==> src/sv/sfd_pkg.sv <==
// Shared types and constants for the sync frame decoder with 8-bit Fletcher check.
// No dependencies; every other file imports this package.
package sfd_pkg;

  localparam int unsigned BYTE_W   = 8;
  localparam int unsigned LEN_W    = 16;
  localparam int unsigned CFG_IDX_W = 2;
  localparam int unsigned CFG_DAT_W = 16;

  // configuration register indexes
  localparam logic [CFG_IDX_W-1:0] CFG_SYNC_FIRST  = 2'd0;
  localparam logic [CFG_IDX_W-1:0] CFG_SYNC_SECOND = 2'd1;
  localparam logic [CFG_IDX_W-1:0] CFG_MAX_PAYLOAD = 2'd2;

  localparam logic [BYTE_W-1:0] SYNC_FIRST_RST  = 8'd181;
  localparam logic [BYTE_W-1:0] SYNC_SECOND_RST = 8'd98;
  localparam logic [LEN_W-1:0]  MAX_PAYLOAD_RST = 16'd1024;

  typedef enum logic [1:0] {
    KIND_DATA  = 2'd0,
    KIND_GOOD  = 2'd1,
    KIND_BADCK = 2'd2,
    KIND_LONG  = 2'd3
  } kind_t;

  typedef enum logic [3:0] {
    PH_HUNT1   = 4'd0,
    PH_HUNT2   = 4'd1,
    PH_CLASS   = 4'd2,
    PH_MSG     = 4'd3,
    PH_LENLO   = 4'd4,
    PH_LENHI   = 4'd5,
    PH_PAYLOAD = 4'd6,
    PH_CKA     = 4'd7,
    PH_CKB     = 4'd8
  } phase_t;

  // one result word plus its valid flag, decoder to output stage
  typedef struct packed {
    logic              valid;
    kind_t             kind;
    logic [BYTE_W-1:0] data;
    logic [BYTE_W-1:0] cls;
    logic [BYTE_W-1:0] msg;
    logic [LEN_W-1:0]  len;
    logic              frame_end;
  } res_t;

  // configuration seen by the decoder
  typedef struct packed {
    logic [BYTE_W-1:0] sync_first;
    logic [BYTE_W-1:0] sync_second;
    logic [LEN_W-1:0]  max_payload;
  } cfg_t;

endpackage

==> src/sv/sfd_if.sv <==
// Handshake channel interfaces: input byte, result word, configuration write.
// Depends on sfd_pkg.
interface sfd_byte_if import sfd_pkg::*; ();
  logic              valid;
  logic              ready;
  logic [BYTE_W-1:0] byte_in;
  modport source (output valid, output byte_in, input ready);
  modport sink   (input valid, input byte_in, output ready);
endinterface

interface sfd_res_if import sfd_pkg::*; ();
  logic              valid;
  logic              ready;
  logic [1:0]        result_kind;
  logic [BYTE_W-1:0] data_byte;
  logic [BYTE_W-1:0] class_id;
  logic [BYTE_W-1:0] message_id;
  logic [LEN_W-1:0]  payload_length;
  logic              frame_end;
  modport source (output valid, output result_kind, output data_byte, output class_id,
                  output message_id, output payload_length, output frame_end, input ready);
  modport sink   (input valid, input result_kind, input data_byte, input class_id,
                  input message_id, input payload_length, input frame_end, output ready);
endinterface

interface sfd_cfg_if import sfd_pkg::*; ();
  logic                 valid;
  logic                 ready;
  logic [CFG_IDX_W-1:0] reg_index;
  logic [CFG_DAT_W-1:0] data;
  modport source (output valid, output reg_index, output data, input ready);
  modport sink   (input valid, input reg_index, input data, output ready);
endinterface

==> src/sv/sfd_decode.sv <==
// Frame parser state machine with running Fletcher sums; one byte per step.
// Depends on sfd_pkg.
module sfd_decode import sfd_pkg::*; (
  input  logic              clk,
  input  logic              rst_n,
  input  logic              step,
  input  logic [BYTE_W-1:0] byte_val,
  input  cfg_t              cfg,
  output res_t              res
);

  phase_t            phase_r, phase_nxt;
  logic [BYTE_W-1:0] cls_r, cls_nxt;
  logic [BYTE_W-1:0] msg_r, msg_nxt;
  logic [LEN_W-1:0]  len_r, len_nxt;
  logic [LEN_W-1:0]  left_r, left_nxt;
  logic [BYTE_W-1:0] sa_r, sa_nxt;
  logic [BYTE_W-1:0] sb_r, sb_nxt;
  logic [BYTE_W-1:0] cka_r, cka_nxt;
  logic [BYTE_W-1:0] sa_add;
  logic [LEN_W-1:0]  len_full;

  assign sa_add   = sa_r + byte_val;
  assign len_full = {byte_val, len_r[BYTE_W-1:0]};

  always_ff @(posedge clk) begin
    if (!rst_n) begin
      phase_r <= PH_HUNT1;
      cls_r   <= '0;
      msg_r   <= '0;
      len_r   <= '0;
      left_r  <= '0;
      sa_r    <= '0;
      sb_r    <= '0;
      cka_r   <= '0;
    end else if (step) begin
      phase_r <= phase_nxt;
      cls_r   <= cls_nxt;
      msg_r   <= msg_nxt;
      len_r   <= len_nxt;
      left_r  <= left_nxt;
      sa_r    <= sa_nxt;
      sb_r    <= sb_nxt;
      cka_r   <= cka_nxt;
    end
  end

  always_comb begin
    phase_nxt = phase_r;
    cls_nxt   = cls_r;
    msg_nxt   = msg_r;
    len_nxt   = len_r;
    left_nxt  = left_r;
    sa_nxt    = sa_r;
    sb_nxt    = sb_r;
    cka_nxt   = cka_r;
    res       = '0;
    res.kind  = KIND_DATA;
    unique case (phase_r)
      PH_HUNT2: begin
        // second sync wins over a repeated first sync
        if (byte_val == cfg.sync_second)     phase_nxt = PH_CLASS;
        else if (byte_val == cfg.sync_first) phase_nxt = PH_HUNT2;
        else                                 phase_nxt = PH_HUNT1;
      end
      PH_CLASS: begin
        cls_nxt   = byte_val;
        sa_nxt    = byte_val;
        sb_nxt    = byte_val;
        phase_nxt = PH_MSG;
      end
      PH_MSG: begin
        msg_nxt   = byte_val;
        sa_nxt    = sa_add;
        sb_nxt    = sb_r + sa_add;
        phase_nxt = PH_LENLO;
      end
      PH_LENLO: begin
        len_nxt   = {{(LEN_W-BYTE_W){1'b0}}, byte_val};
        sa_nxt    = sa_add;
        sb_nxt    = sb_r + sa_add;
        phase_nxt = PH_LENHI;
      end
      PH_LENHI: begin
        len_nxt  = len_full;
        sa_nxt   = sa_add;
        sb_nxt   = sb_r + sa_add;
        left_nxt = len_full;
        if (len_full > cfg.max_payload) begin
          phase_nxt     = PH_HUNT1;
          res.valid     = 1'b1;
          res.kind      = KIND_LONG;
          res.frame_end = 1'b1;
        end else if (len_full == '0) begin
          phase_nxt = PH_CKA;
        end else begin
          phase_nxt = PH_PAYLOAD;
        end
      end
      PH_PAYLOAD: begin
        sa_nxt   = sa_add;
        sb_nxt   = sb_r + sa_add;
        left_nxt = left_r - 1'b1;
        if (left_r == LEN_W'(1)) phase_nxt = PH_CKA;
        res.valid = 1'b1;
        res.kind  = KIND_DATA;
        res.data  = byte_val;
      end
      PH_CKA: begin
        cka_nxt   = byte_val;
        phase_nxt = PH_CKB;
      end
      PH_CKB: begin
        phase_nxt     = PH_HUNT1;
        res.valid     = 1'b1;
        res.frame_end = 1'b1;
        res.kind      = (cka_r == sa_r && byte_val == sb_r) ? KIND_GOOD : KIND_BADCK;
      end
      default: begin
        // hunting for first sync; unused codes fall here too
        phase_nxt = (byte_val == cfg.sync_first) ? PH_HUNT2 : PH_HUNT1;
      end
    endcase
    res.cls = cls_nxt;
    res.msg = msg_nxt;
    res.len = len_nxt;
  end

endmodule

==> src/sv/sync_frame_decoder_fletcher8.sv <==
// Top level of the sync frame decoder: input register, parser, result register.
// Depends on sfd_pkg, the interfaces in sfd_if and sfd_decode.
//
// Byte stream frame decoder. Each input word is one received byte. The block
// hunts for the sync pair (sync_first, sync_second), then takes class, message
// id and a little-endian 16-bit payload length. Lengths above max_payload give
// one "length too large" word and hunting resumes. Otherwise every payload
// byte goes out as a kind 0 word, and after the two checksum bytes (A, B) a
// single frame-end word says good or checksum error. Every output word carries
// the current header. Rate: one byte per clock, sustained while each result word
// is read as soon as it is valid. A byte accepted into the input register is
// parsed when it leaves that register, and its result enters the result register
// at that same edge. The only thing that stalls input is a result word sitting
// unread while the byte in the input register is ready to move on. Configuration
// writes are always accepted and should only be issued with no bytes in flight.
module sync_frame_decoder_fletcher8 import sfd_pkg::*; (
  input  logic   clk,
  input  logic   rst_n,
  sfd_byte_if.sink   in_ch,
  sfd_res_if.source  out_ch,
  sfd_cfg_if.sink    cfg_ch
);

  // configuration registers
  cfg_t cfg_r;

  assign cfg_ch.ready = 1'b1;

  always_ff @(posedge clk) begin
    if (!rst_n) begin
      cfg_r.sync_first  <= SYNC_FIRST_RST;
      cfg_r.sync_second <= SYNC_SECOND_RST;
      cfg_r.max_payload <= MAX_PAYLOAD_RST;
    end else if (cfg_ch.valid) begin
      unique case (cfg_ch.reg_index)
        CFG_SYNC_FIRST:  cfg_r.sync_first  <= cfg_ch.data[BYTE_W-1:0];
        CFG_SYNC_SECOND: cfg_r.sync_second <= cfg_ch.data[BYTE_W-1:0];
        CFG_MAX_PAYLOAD: cfg_r.max_payload <= cfg_ch.data[LEN_W-1:0];
        default: ;  // unmapped index, write dropped
      endcase
    end
  end

  // input register
  logic              s1_valid_r;
  logic [BYTE_W-1:0] s1_byte_r;
  logic              s1_adv;     // result slot free: input register may move on
  logic              in_rdy;
  res_t              dec_res;
  res_t              out_r;
  res_t              out_nxt;

  assign s1_adv       = !out_r.valid || out_ch.ready;
  assign in_rdy       = !s1_valid_r || s1_adv;
  assign in_ch.ready  = in_rdy;

  always_ff @(posedge clk) begin
    if (!rst_n) begin
      s1_valid_r <= 1'b0;
    end else if (in_rdy) begin
      s1_valid_r <= in_ch.valid;
    end
  end

  always_ff @(posedge clk) begin
    if (in_rdy) s1_byte_r <= in_ch.byte_in;
  end

  // parser advances exactly once per byte, when it leaves the input register
  sfd_decode u_dec (
    .clk      (clk),
    .rst_n    (rst_n),
    .step     (s1_valid_r && s1_adv),
    .byte_val (s1_byte_r),
    .cfg      (cfg_r),
    .res      (dec_res)
  );

  // result register; valid only for a real byte that made a result
  always_comb begin
    out_nxt       = dec_res;
    out_nxt.valid = s1_valid_r && dec_res.valid;
  end

  always_ff @(posedge clk) begin
    if (!rst_n) begin
      out_r <= '0;
    end else if (s1_adv) begin
      out_r <= out_nxt;
    end
  end

  assign out_ch.valid          = out_r.valid;
  assign out_ch.result_kind    = out_r.kind;
  assign out_ch.data_byte      = out_r.data;
  assign out_ch.class_id       = out_r.cls;
  assign out_ch.message_id     = out_r.msg;
  assign out_ch.payload_length = out_r.len;
  assign out_ch.frame_end      = out_r.frame_end;

  // frame end marks exactly the non-payload kinds
  a_end_kind: assert property (@(posedge clk) disable iff (!rst_n)
    out_r.valid |-> (out_r.frame_end == (out_r.kind != KIND_DATA)))
    else $error("frame_end disagrees with result kind");

  // data byte only on payload words
  a_data_zero: assert property (@(posedge clk) disable iff (!rst_n)
    (out_r.valid && out_r.kind != KIND_DATA) |-> (out_r.data == '0))
    else $error("data byte set on a frame-end word");

  // input stalls only behind an unread result with a byte waiting
  a_stall_cause: assert property (@(posedge clk) disable iff (!rst_n)
    !in_rdy |-> (s1_valid_r && out_r.valid && !out_ch.ready))
    else $error("input stalled without a pending result");

  // a stalled result word stays in place
  a_hold: assert property (@(posedge clk) disable iff (!rst_n)
    (out_r.valid && !out_ch.ready) |=> (out_r.valid && $stable(out_r)))
    else $error("result word changed while stalled");

endmodule
==> src/flat_wrapper.sv <==
// flat-port wrapper written by rule: the top's interface ports become plain ports
module sync_frame_decoder_fletcher8_flat import sfd_pkg::*;
  (clk, rst_n, in_ch_valid, in_ch_byte_in, in_ch_ready, out_ch_valid, out_ch_result_kind, out_ch_data_byte, out_ch_class_id, out_ch_message_id, out_ch_payload_length, out_ch_frame_end, out_ch_ready, cfg_ch_valid, cfg_ch_reg_index, cfg_ch_data, cfg_ch_ready);
  sfd_byte_if in_ch_i ();
  sfd_res_if out_ch_i ();
  sfd_cfg_if cfg_ch_i ();
  input  logic clk;
  input  logic rst_n;
  input wire logic [$bits(in_ch_i.valid)-1:0] in_ch_valid;
  input wire logic [$bits(in_ch_i.byte_in)-1:0] in_ch_byte_in;
  output wire logic [$bits(in_ch_i.ready)-1:0] in_ch_ready;
  output wire logic [$bits(out_ch_i.valid)-1:0] out_ch_valid;
  output wire logic [$bits(out_ch_i.result_kind)-1:0] out_ch_result_kind;
  output wire logic [$bits(out_ch_i.data_byte)-1:0] out_ch_data_byte;
  output wire logic [$bits(out_ch_i.class_id)-1:0] out_ch_class_id;
  output wire logic [$bits(out_ch_i.message_id)-1:0] out_ch_message_id;
  output wire logic [$bits(out_ch_i.payload_length)-1:0] out_ch_payload_length;
  output wire logic [$bits(out_ch_i.frame_end)-1:0] out_ch_frame_end;
  input wire logic [$bits(out_ch_i.ready)-1:0] out_ch_ready;
  input wire logic [$bits(cfg_ch_i.valid)-1:0] cfg_ch_valid;
  input wire logic [$bits(cfg_ch_i.reg_index)-1:0] cfg_ch_reg_index;
  input wire logic [$bits(cfg_ch_i.data)-1:0] cfg_ch_data;
  output wire logic [$bits(cfg_ch_i.ready)-1:0] cfg_ch_ready;
  assign in_ch_i.valid = in_ch_valid;
  assign in_ch_i.byte_in = in_ch_byte_in;
  assign in_ch_ready = in_ch_i.ready;
  assign out_ch_valid = out_ch_i.valid;
  assign out_ch_result_kind = out_ch_i.result_kind;
  assign out_ch_data_byte = out_ch_i.data_byte;
  assign out_ch_class_id = out_ch_i.class_id;
  assign out_ch_message_id = out_ch_i.message_id;
  assign out_ch_payload_length = out_ch_i.payload_length;
  assign out_ch_frame_end = out_ch_i.frame_end;
  assign out_ch_i.ready = out_ch_ready;
  assign cfg_ch_i.valid = cfg_ch_valid;
  assign cfg_ch_i.reg_index = cfg_ch_reg_index;
  assign cfg_ch_i.data = cfg_ch_data;
  assign cfg_ch_ready = cfg_ch_i.ready;
  sync_frame_decoder_fletcher8 u_core (.clk(clk), .rst_n(rst_n), .in_ch(in_ch_i), .out_ch(out_ch_i), .cfg_ch(cfg_ch_i));
endmodule
==> config.mk <==
export PLATFORM = sky130hd
export DESIGN_NAME = sync_frame_decoder_fletcher8_flat
export DESIGN_NICKNAME = d
export VERILOG_FILES = /design/src/sv/sfd_pkg.sv /design/src/sv/sfd_if.sv /design/src/sv/sfd_decode.sv /design/src/sv/sync_frame_decoder_fletcher8.sv /design/src/flat_wrapper.sv
export SDC_FILE = /design/constraint.sdc
export NUM_CORES = 1
export LEC_CHECK = 0
export BUFFER_PORTS_ARGS = -buffer_cell sky130_fd_sc_hd__buf_2
export CORE_ASPECT_RATIO = 0.5
export CORE_MARGIN = 4
export CORE_UTILIZATION = 45
export DETAILED_ROUTE_END_ITERATION = 8
export PLACE_DENSITY = 0.69
export SYNTH_ARGS = -nofsm -noshare
export SYNTH_HDL_FRONTEND = slang
export SYNTH_HIERARCHICAL = 1
export SYNTH_SLANG_ARGS = --single-unit
==> constraint.sdc <==
create_clock -name clk -period 2.9 [get_ports clk]
set_input_delay 0 -clock clk [delete_from_list [all_inputs] [get_ports clk]]
set_output_delay 0 -clock clk [all_outputs]
set_load 0.05 [all_outputs]
==> out/results.ini, run 1 <==
[logic_synthesis]
syn_nets=1035
synthCells=969
synth.avg_cell_area_um2=8.521
synthArstFlopShare=0
yosys_register_bits=161
synth_top_area_frac=0.3710
ys_types=69
synth_top_area_cell=dfxtp_1
ys_seq_area_frac=0.4001
ys.flop_type=dfxtp_1
syn-cell-area_um2=8257
synth_area_leaders=dfxtp_1 37%, nand2_1 7.0%, mux2i_1 5.7%
yosys_warnings=6
synth_edf_count=8

[power_and_ir_drop]
p_clk_frac=0.450
p_switching_uw=1355
pwr-share-comb=0.095
peakVddDrop_mv=0.3977
seqPwrFrac=0.455
p_int_uw=3687
p_leak_uw=0.004058
p_sw_frac=0.2688
power_density_nw_per_um2=517.3

[timing]
finalHoldViolations=0
layout_min_cycle_time_ps=2991
tightestPinTransition_ps=1004
fin_skew_ps=13.27
fmax_ghz=0.3344
finalSetupTns_ps=-90.56
rsz0062_at_grt=true
max_slew_margin=0.3288
slew_violations=0
post-route-period-util=1.031
worst_slack_ps=-90.56
setup_viol=1

[setup_path]
worstSetupEndpointType=flip-flop
crit_type=reg2reg
worstPathRequired_ps=3170
cp_slowest_cell=fa_2
cp_cell_sequence=ha_2, fa_2, ha_4, a21o_1, a211o_1, a2111oi_4, nor3_2, xnor2_1, mux2i_1, a221oi_2
slowest_delay_ps=570
cp-start-kind=flip-flop
critPathMaxFanout=2
arrival_ps=3260

[route]
drt_pass1_iterations=7
drtAntennaViolNets=0
via_count=7190
drc_errors=0
wire_per_inst_um=17.05
avgViaCountPerCell=5.544
wl_um=22120
first_iter_violations=551

[place]
preCtsSetupSlack_ps=-194.6
portBuffers=75
place_congestion=0.8946
hpwl_um=15020

[floorplanning]
fp.dieH_um=103.8
fp-row-count=34
core_um2=17700
die_area_um2=20710
start_util=0.4666
pin_count=77
die-width_um=199.6

[clock_tree]
cts_tree=yes
cts_root_buffer=clkbuf_16
htreeDepth=4
clock_latency_ps=430
clockBufferDepth=2
cts.sinks=161
numCtsBuffers=17
clk_pin_slew_ps=80

[grt]
grt_pass1_wl_um=36090
grt_max_degree=93
grt_pass1_vias=6869
grtUsageTotal=0.2148
grt-ovfl-total=0
grt_antenna_before_repair=0

[finish]
mostFrequentLayoutCells=155 x nand2_1, 153 x dfxtp_1, 81 x nor2_1
final_layout_size_suffix_gt1_frac=0.1712
fillers=1664
multi_input_area_um2=4588
area_delta_synth_final_pct=18.06
diodes=0
final_common_cell=nand2_1
regArea_um2=3303
layout.nets=1116

[job]
cap_violations=0

[status]
status=finished with violations
violations=setup timing

[hold_path]
hold_path_class=in2reg

-- layout make-up --
| type | count | area share |
|---|---|---|
| Clock inverter | 15 | 0.01681 |
| Tap cell | 234 | 0.03003 |
| Multi-Input combinational cell | 709 | 0.4707 |
| Sequential cell | 161 | 0.3389 |
| Timing Repair Buffer | 132 | 0.08882 |
| Inverter | 29 | 0.01117 |
| Clock buffer | 17 | 0.04364 |
-- routing by layer --
metal / track usage / share of wire / vias to the layer above
li1: - / - / 3522
met5: 0 / 0 / -
met1: 0.3057 / 0.46 / 3370
met4: 0.06492 / 0.022 / 0
met3: 0.04671 / 0.071 / 42
met2: 0.3262 / 0.44 / 256
-- critical path: cells and delay by family, from the launching register on --
| family | cells | cell delay, ps |
|---|---|---|
| compound gates | 4 | 930 |
| simple gates | 1 | 90 |
| xor+xnor | 1 | 170 |
| fa+ha+maj | 3 | 990 |
| flops | 1 | 410 |
| mux | 1 | 240 |
-- final timing paths --
check	depth (start not counted)	slack, ps	endpoint	start
max	10	-90	u_core/u_dec/sb_r[7]$_SDFFE_PN0P_	u_core/s1_byte_r[0]$_DFFE_PP_
min	4	90	u_core/u_dec/sb_r[5]$_SDFFE_PN0P_	rst_n
max reg2reg	10	-90	u_core/u_dec/sb_r[7]$_SDFFE_PN0P_	u_core/s1_byte_r[0]$_DFFE_PP_
min reg2reg	2	450	u_core/out_ch.message_id[0]$_SDFFE_PN0P_	u_core/out_ch.message_id[0]$_SDFFE_PN0P_
-- flip-flops by register name, indices dropped and copies added (netlist names) --
| name | cells |
|---|---|
| u_core/s1_byte_r | 8 |
| u_core/u_dec/sa_r | 8 |
| u_core/u_dec/left_r | 16 |
| u_core/out_ch.data_byte | 8 |
| u_core/u_dec/cka_r | 8 |
| u_core/out_ch.payload_length | 16 |
| u_core/out_ch.class_id | 8 |
| u_core/u_dec/len_r | 16 |
| u_core/u_dec/sb_r | 8 |
| u_core/u_dec/msg_r | 8 |
| u_core/out_ch.message_id | 8 |
| u_core/u_dec/cls_r | 8 |
| u_core/s1_valid_r | 1 |
| u_core/out_ch.result_kind | 2 |
| u_core/out_ch.frame_end | 1 |
| u_core/u_dec/phase_r | 4 |
| u_core/cfg_r | 32 |
| u_core/out_ch.valid | 1 |
-- synth_stat cells, drive strengths merged (2+ instances only) --
cell	number
nand2	155
dfxtp	153
nor2	82
o21ai	61
mux2i	47
a21boi	45
a21oi	42
clkbuf	39
ha	33
nand3	32
buf	31
inv	28
xor2	27
nor3	24
mux2	23
xnor2	19
and2	11
nand4	10
nor4	10
a211oi	8
a31oi	8
edfxtp	8
nor2b	8
a21o	5
a22o	5
o211ai	5
a221oi	4
a22oi	4
nand3b	3
o21a	3
o21bai	3
a32o	2
a32oi	2
fa	2
nand2b	2
o211a	2
o22ai	2
or3	2
-- power groups by stage --
stage               Sequential, µW  Combinational [µW]  Clock, µW
floorplan                     2350                 293          0
global placement              2340                 426          0
detailed placement            2350                 434          0
CTS                           2300                 470       2300
global route                  2300                 524       2410
finish                        2300                 478       2270
-- cell families after synthesis --
family          after synthesis  share of synthesized area
simple gates                347                     0.1890
compound gates              210                     0.1676
flops                       161                     0.4001
buf+inv                      99                    0.05092
mux                          70                    0.08835
xor+xnor                     46                    0.04880
fa+ha+maj                    35                    0.05486
other cells                   1                  0.0004542
-- metrics by stage --
stage	power, µW	hold slack, ps	area, µm²	utilization	instances
floorplan	2646	98.87	8265	-	969
global placement	2770	178.9	8862	0.5008	1238
detailed placement	2780	178.8	8862	0.5008	1238
CTS	5069	64.35	9737	0.5502	1297
global route	5228	93.56	9748	0.5508	1297
finish	5043	89.79	9748	0.5508	1297
-- what timing repair did --
action / CTS / global route
hold buffers: 25 / 0
pin swaps: 9 / 0
buffers inserted: 2 / 0
endpoints found under the setup margin: 1 / 2
endpoints found under the hold margin: 41 / 0
resized for setup: 2 / 2
Note: power is estimated with default switching activity, not from simulation.
==> run 2: changes to the inputs <==
--- a/config.mk
+++ b/config.mk
@@ -11,6 +11,7 @@
 export CORE_UTILIZATION = 45
 export DETAILED_ROUTE_END_ITERATION = 8
 export PLACE_DENSITY = 0.69
+export RECOVER_POWER = 100
 export SYNTH_ARGS = -nofsm -noshare
 export SYNTH_HDL_FRONTEND = slang
 export SYNTH_HIERARCHICAL = 1
==> run 2 against run 1 <==
Compared with the run above: the run still ends with setup timing left; sequential share of layout area is 0.40 points higher; hold slack worse by 6.0 ps; combinational power decreased by 2%; clock power hardly changed; global-route usage did not move; die area is the same; via count is 0.13% lower; first-iteration DRC count decreased by 12%; clock-buffer cell count unchanged; final cell count stayed put; maximum frequency grew 0.33%; critical path depth stayed put; largest power group unchanged.
==> out/results.ini, run 2 (synthesis results as in run 1) <==
[status]
status=finished with violations
violations=setup timing

[finish]
fillers=1698  ; +2.0%
regArea_um2=3303  ; unchanged
largest-register=u_core/cfg_r
utilization=0.5444  ; -0.006434
layout.nets=1116  ; unchanged
instances_no_fill=1297  ; unchanged
final_layout_size_suffix_gt1_frac=0.1082  ; -0.06303
multi_input_area_um2=4558  ; -0.65%
largest_reg_flops=32  ; unchanged
area_delta_synth_final_pct=16.68
diodes=0  ; unchanged
final_common_cell=nand2_1
mostFrequentLayoutCells=155 x nand2_1, 153 x dfxtp_1, 82 x nor2_1

[grt]
grt_pass1_wl_um=36090  ; unchanged
grt_pass1_vias=6869  ; unchanged
grt-ovfl-total=0  ; unchanged
grt_max_degree=93  ; unchanged
grt_antenna_before_repair=0  ; unchanged
grtUsageTotal=0.2148  ; unchanged

[timing]
fmax_ghz=0.3355  ; +0.33%
layout_min_cycle_time_ps=2981  ; -9.689 ps
finalSetupTns_ps=-80.87  ; +9.689 ps
holdWs_ps=83.77  ; -6.024 ps
setup_viol=1  ; unchanged
max_slew_margin=0.3413  ; +0.01248
tightestPinTransition_ps=985.1  ; -18.67 ps
post-route-period-util=1.028  ; -0.003341
slew_violations=0  ; unchanged
fin_skew_ps=11.64  ; -1.629 ps
rsz0062_at_grt=true
finalHoldViolations=0  ; unchanged
worst_slack_ps=-80.87  ; +9.689 ps

[clock_tree]
cts_tree=yes
cts_root_buffer=clkbuf_16
numCtsBuffers=17  ; unchanged
cts.sinks=161  ; unchanged
clock_latency_ps=430  ; about the same
htreeDepth=4  ; unchanged
clk_pin_slew_ps=80  ; about the same
clockBufferDepth=2  ; unchanged

[floorplanning]
fp.dieH_um=103.8  ; unchanged
die_area_um2=20710  ; unchanged
pin_count=77  ; unchanged
die-width_um=199.6  ; unchanged
fp-row-count=34  ; unchanged
core_um2=17700  ; unchanged
start_util=0.4666  ; unchanged

[setup_path]
critPathMaxFanout=2  ; unchanged
worstReg2RegStart=u_core/s1_byte_r[0]$_DFFE_PP_
arrival_ps=3250  ; about the same
reg2reg_depth=10  ; unchanged
crit_type=reg2reg
r2r_setup_slack_ps=-80  ; about the same
r2r_end=u_core/u_dec/sb_r[7]$_SDFFE_PN0P_
cp-start-kind=flip-flop
critPathCapture=u_core/u_dec/sb_r[7]$_SDFFE_PN0P_
worstSetupEndpointType=flip-flop
worstSetupStartpoint=u_core/s1_byte_r[0]$_DFFE_PP_
worstPathRequired_ps=3170  ; about the same

[route]
avgViaCountPerCell=5.537  ; -0.13%
drt_pass1_iterations=5  ; -2
wire_per_inst_um=17.00  ; -0.31%
wl_um=22050  ; -0.31%
drc_errors=0  ; unchanged
drtAntennaViolNets=0  ; unchanged
via_count=7181  ; -0.13%
first_iter_violations=487  ; -12%

[place]
preCtsSetupSlack_ps=-194.6  ; unchanged
place_congestion=0.8946  ; unchanged
placedCellCount=1238  ; unchanged
hpwl_um=15020  ; unchanged
portBuffers=75  ; unchanged

[power_and_ir_drop]
peakVddDrop_mv=0.3950  ; -0.68%
seqPwrFrac=0.457  ; +0.002
p_sw_frac=0.2680  ; -0.0007639
p_int_uw=3681  ; -0.17%
pwr-share-comb=0.093  ; -0.002
p_switching_uw=1348  ; -0.56%
p_leak_uw=0.003836  ; -5.5%
p_clk_frac=0.450  ; about the same
power_density_nw_per_um2=521.9  ; +0.90%

[job]
cap_violations=0  ; unchanged

[hold_path]
hold_path_class=in2reg
min_from=rst_n

-- run 2: timing repair --
item	4_1_cts	5_1_grt
endpoints found under the hold margin	41	0
endpoints found under the setup margin	1	2
resized for setup	2	2
setup buffers	2	0
hold buffers	25	0
pin swaps	9	0
-- run 2: how the worst min path moves through the flow --
stage	end	slack [ps]	cells past startpoint
floorplan	u_core/s1_byte_r[0]$_DFFE_PP_	100	0
global placement	u_core/s1_byte_r[7]$_DFFE_PP_	180	1
detailed placement	u_core/s1_byte_r[3]$_DFFE_PP_	180	1
CTS	u_core/u_dec/sb_r[5]$_SDFFE_PN0P_	60	4
global route	u_core/out_ch.payload_length[11]$_SDFFE_PN0P_	90	3
finish	u_core/u_dec/sb_r[5]$_SDFFE_PN0P_	80	4
-- run 2: layer usage --
layer / part of all wire / global-route usage / up-vias
met5: 0 / 0 / -
met4: 0.023 / 0.06492 / 0
met3: 0.063 / 0.04671 / 42
met2: 0.44 / 0.3262 / 232
met1: 0.47 / 0.3057 / 3386
li1: - / - / 3521
-- run 2: power groups by stage --
stage | logic (µW) | clock network, µW | registers (µW)
CTS | 470 | 2300 | 2300
finish | 470 | 2260 | 2300
global route | 516 | 2410 | 2300
floorplan | 293 | 0 | 2350
detailed placement | 434 | 0 | 2350
global placement | 426 | 0 | 2340
-- run 2: cell type report --
type                            instances  area share
Clock buffer                           17     0.04416
Multi-Input combinational cell        709      0.4731
Sequential cell                       161      0.3429
Tap cell                              234     0.03039
Inverter                               29     0.01130
Timing Repair Buffer                  132     0.08117
Clock inverter                         15     0.01701
-- run 2: critical path, cell delays in order, from the launching register on --
cell	delay, ps
edfxtp_1	410
ha_2	220
fa_2	570
ha_4	200
a21o_1	160
a211o_1	300
a2111oi_4	360
nor3_2	90
xnor2_1	170
mux2i_1	240
a221oi_2	90
-- run 2: through the flow --
stage	instance area (µm²)	power [µW]
6_report	9634	5029
5_1_grt	9634	5220
4_1_cts	9737	5069
3_5_place_dp	8862	2780
3_3_place_gp	8862	2770
2_1_floorplan	8265	2646
==> run 3: changes to the inputs <==
--- a/config.mk
+++ b/config.mk
@@ -10,7 +10,7 @@
 export CORE_MARGIN = 4
 export CORE_UTILIZATION = 45
 export DETAILED_ROUTE_END_ITERATION = 8
-export PLACE_DENSITY = 0.69
+export PLACE_DENSITY = 0.66
 export RECOVER_POWER = 100
 export SYNTH_ARGS = -nofsm -noshare
 export SYNTH_HDL_FRONTEND = slang
==> constraint.sdc (replaced) <==
create_clock -name clk -period 3.8 [get_ports clk]
set_input_delay 0 -clock clk [delete_from_list [all_inputs] [get_ports clk]]
set_output_delay 0 -clock clk [all_outputs]
set_load 0.05 [all_outputs]
==> run 3 against run 2 <==
Compared with the run above: the flow finishes with violations (capacitance limit, slew limit); global-route usage hardly changed; worst setup slack better by 670 ps; clock-buffer cell count increased by 4; maximum frequency fell by 7.1%; clock power decreased by 23%; first-iteration DRC count is 6.8% higher; design area is 1.2% lower; flip-flop and latch count unchanged; die area did not move; critical path depth up 3; critical endpoint unchanged; highest routed layer unchanged.
==> out/results.ini, run 3 (synthesis results as in run 1) <==
[finish]
mostFrequentLayoutCells=155 x nand2_1, 153 x dfxtp_1, 82 x nor2_1
final_layout_size_suffix_gt1_frac=0.08571  ; -0.02247
multi_input_area_um2=4526  ; -0.71%
final_common_cell=nand2_1
diodes=0  ; unchanged
area_delta_synth_final_pct=15.24
regArea_um2=3303  ; unchanged
largest-register=u_core/cfg_r
utilization=0.5377  ; -0.006716
finalInstanceArea_um2=9515  ; -1.2%
layout.nets=1103  ; -1.2%
largest_reg_flops=32  ; unchanged
fillers=1642  ; -3.3%

[floorplanning]
fp-row-count=34  ; unchanged
die_area_um2=20710  ; unchanged
pin_count=77  ; unchanged
fp.dieH_um=103.8  ; unchanged
core_um2=17700  ; unchanged
start_util=0.4666  ; unchanged
die-width_um=199.6  ; unchanged

[power_and_ir_drop]
pwr-share-comb=0.089  ; -0.004
p_sw_frac=0.2469  ; -0.02111
seqPwrFrac=0.458  ; about the same
p_int_uw=2888  ; -22%
peakVddDrop_mv=0.3362  ; -15%
p_leak_uw=0.003771  ; -1.7%
p_clk_frac=0.453  ; +0.003
p_switching_uw=947.0  ; -30%
power_density_nw_per_um2=403.0  ; -23%

[route]
first_iter_violations=520  ; +6.8%
wl_um=22140  ; +0.38%
drtAntennaViolNets=0  ; unchanged
wire_per_inst_um=17.24  ; +1.4%
via_count=7105  ; -1.1%
drt_pass1_iterations=7  ; +2
drc_errors=0  ; unchanged
avgViaCountPerCell=5.533  ; about the same

[place]
hpwl_um=14840  ; -1.2%
dpl_cell_area_um2=8766  ; -1.1%
portBuffers=75  ; unchanged
place_congestion=0.9220  ; +3.1%

[clock_tree]
cts_root_buffer=clkbuf_16
htreeDepth=4  ; unchanged
clockBufferDepth=2  ; unchanged
postCtsHoldBufs=25  ; unchanged
cts.sinks=161  ; unchanged
postCtsSetupBuffers=0  ; -2
cts_tree=yes
cts_resized=0  ; -2
clock_latency_ps=430  ; about the same
numCtsBuffers=17  ; unchanged
clk_pin_slew_ps=70  ; about the same

[timing]
tightestPinTransition_ps=2146  ; +1161 ps
fin_skew_ps=9.894  ; -1.743 ps
slew_violations=55  ; +55
fmax_ghz=0.3115  ; -7.1%
finalHoldViolations=0  ; unchanged
finalSetupTns_ps=0  ; +80.87 ps
rsz0062_at_grt=false
max_slew_margin=-0.4309  ; -0.7722
layout_min_cycle_time_ps=3210  ; +229.2 ps
post-route-period-util=0.8448  ; -0.1831
holdWs_ps=97.63  ; +13.86 ps
setup_viol=0  ; -1

[setup_path]
arrival_ps=3460  ; +210 ps
cp-start-kind=flip-flop
cp_slowest_cell=fa_1
crit_buf_inv=1  ; +1
path_delay_family=adder cells
cp_cell_sequence=ha_1, fa_1, a21o_1, a21oi_1, xnor2_1, ha_1, inv_1, nor2_1, a2111oi_4, nor3_2, xnor2_1, mux2i_1, a221oi_2
worstPathRequired_ps=4050  ; +880 ps
slowest_delay_ps=400  ; -170 ps
critPathMaxFanout=2  ; unchanged
worstSetupEndpointType=flip-flop
crit_type=reg2reg

[grt]
grt_pass1_vias=6947  ; +1.1%
grtUsageTotal=0.2150  ; about the same
grt_pass1_wl_um=36010  ; -0.23%
grt-ovfl-total=0  ; unchanged
grt_max_degree=63  ; -32%
grt_antenna_before_repair=0  ; unchanged

[status]
status=finished with violations
violations=capacitance limit, slew limit

[hold_path]
hold_path_class=in2reg

[job]
cap_violations=1  ; +1

[run 3: power groups by stage]
stage	Sequential (µW)	Combinational (µW)	Clock (µW)
2_1_floorplan	1800	223	0
4_1_cts	1760	339	1770
3_5_place_dp	1790	318	0
3_3_place_gp	1790	313	0
5_1_grt	1760	374	1830
6_report	1760	339	1740
[run 3: tightest hold or removal path, delay by kind of cell]
| kind | cells | cell delay, ps |
|---|---|---|
| buffers and inverters | 1 | 100 |
| AO/OA/AOI/OAI | 1 | 50 |
| AND/OR/NAND/NOR | 2 | 320 |
[run 3: through the flow]
step / total power, µW / std cells / setup slack [ps]
after floorplan: 2018 / 969 / 802.1
after global placement: 2106 / 1227 / 675.4
after detailed placement: 2113 / 1227 / 613.4
after CTS: 3864 / 1284 / 597.1
after global routing: 3967 / 1284 / 306.4
final: 3835 / 1284 / 589.9
[run 3: layout make-up]
cell class                 instances  share of cell area
multi-input combinational        709              0.4756
sequential                       161              0.3471
timing repair buffer             119             0.07245
clock buffer                      21             0.04944
tap                              234             0.03077
clock inverter                    11             0.01315
inverter                          29             0.01144
[run 3: path summary, 6_finish.rpt]
check / endpoint / depth (start not counted) / from / slack [ps]
max reg2reg: u_core/u_dec/sb_r[7]$_SDFFE_PN0P_ / 13 / u_core/s1_byte_r[0]$_DFFE_PP_ / 590
min: u_core/out_ch.message_id[2]$_SDFFE_PN0P_ / 4 / out_ch_ready / 100
max: u_core/u_dec/sb_r[7]$_SDFFE_PN0P_ / 13 / u_core/s1_byte_r[0]$_DFFE_PP_ / 590
min reg2reg: u_core/out_ch.payload_length[6]$_SDFFE_PN0P_ / 2 / u_core/out_ch.payload_length[6]$_SDFFE_PN0P_ / 450
[run 3: layer usage]
layer / part of all wire / vias to the layer above / global-route usage / wire length, µm
met4: 0.013 / 0 / 0.06008 / 292
li1: - / 3480 / - / -
met2: 0.44 / 209 / 0.3293 / 9697
met3: 0.066 / 23 / 0.04282 / 1469
met1: 0.48 / 3393 / 0.3079 / 10680
met5: 0 / - / 0 / 0
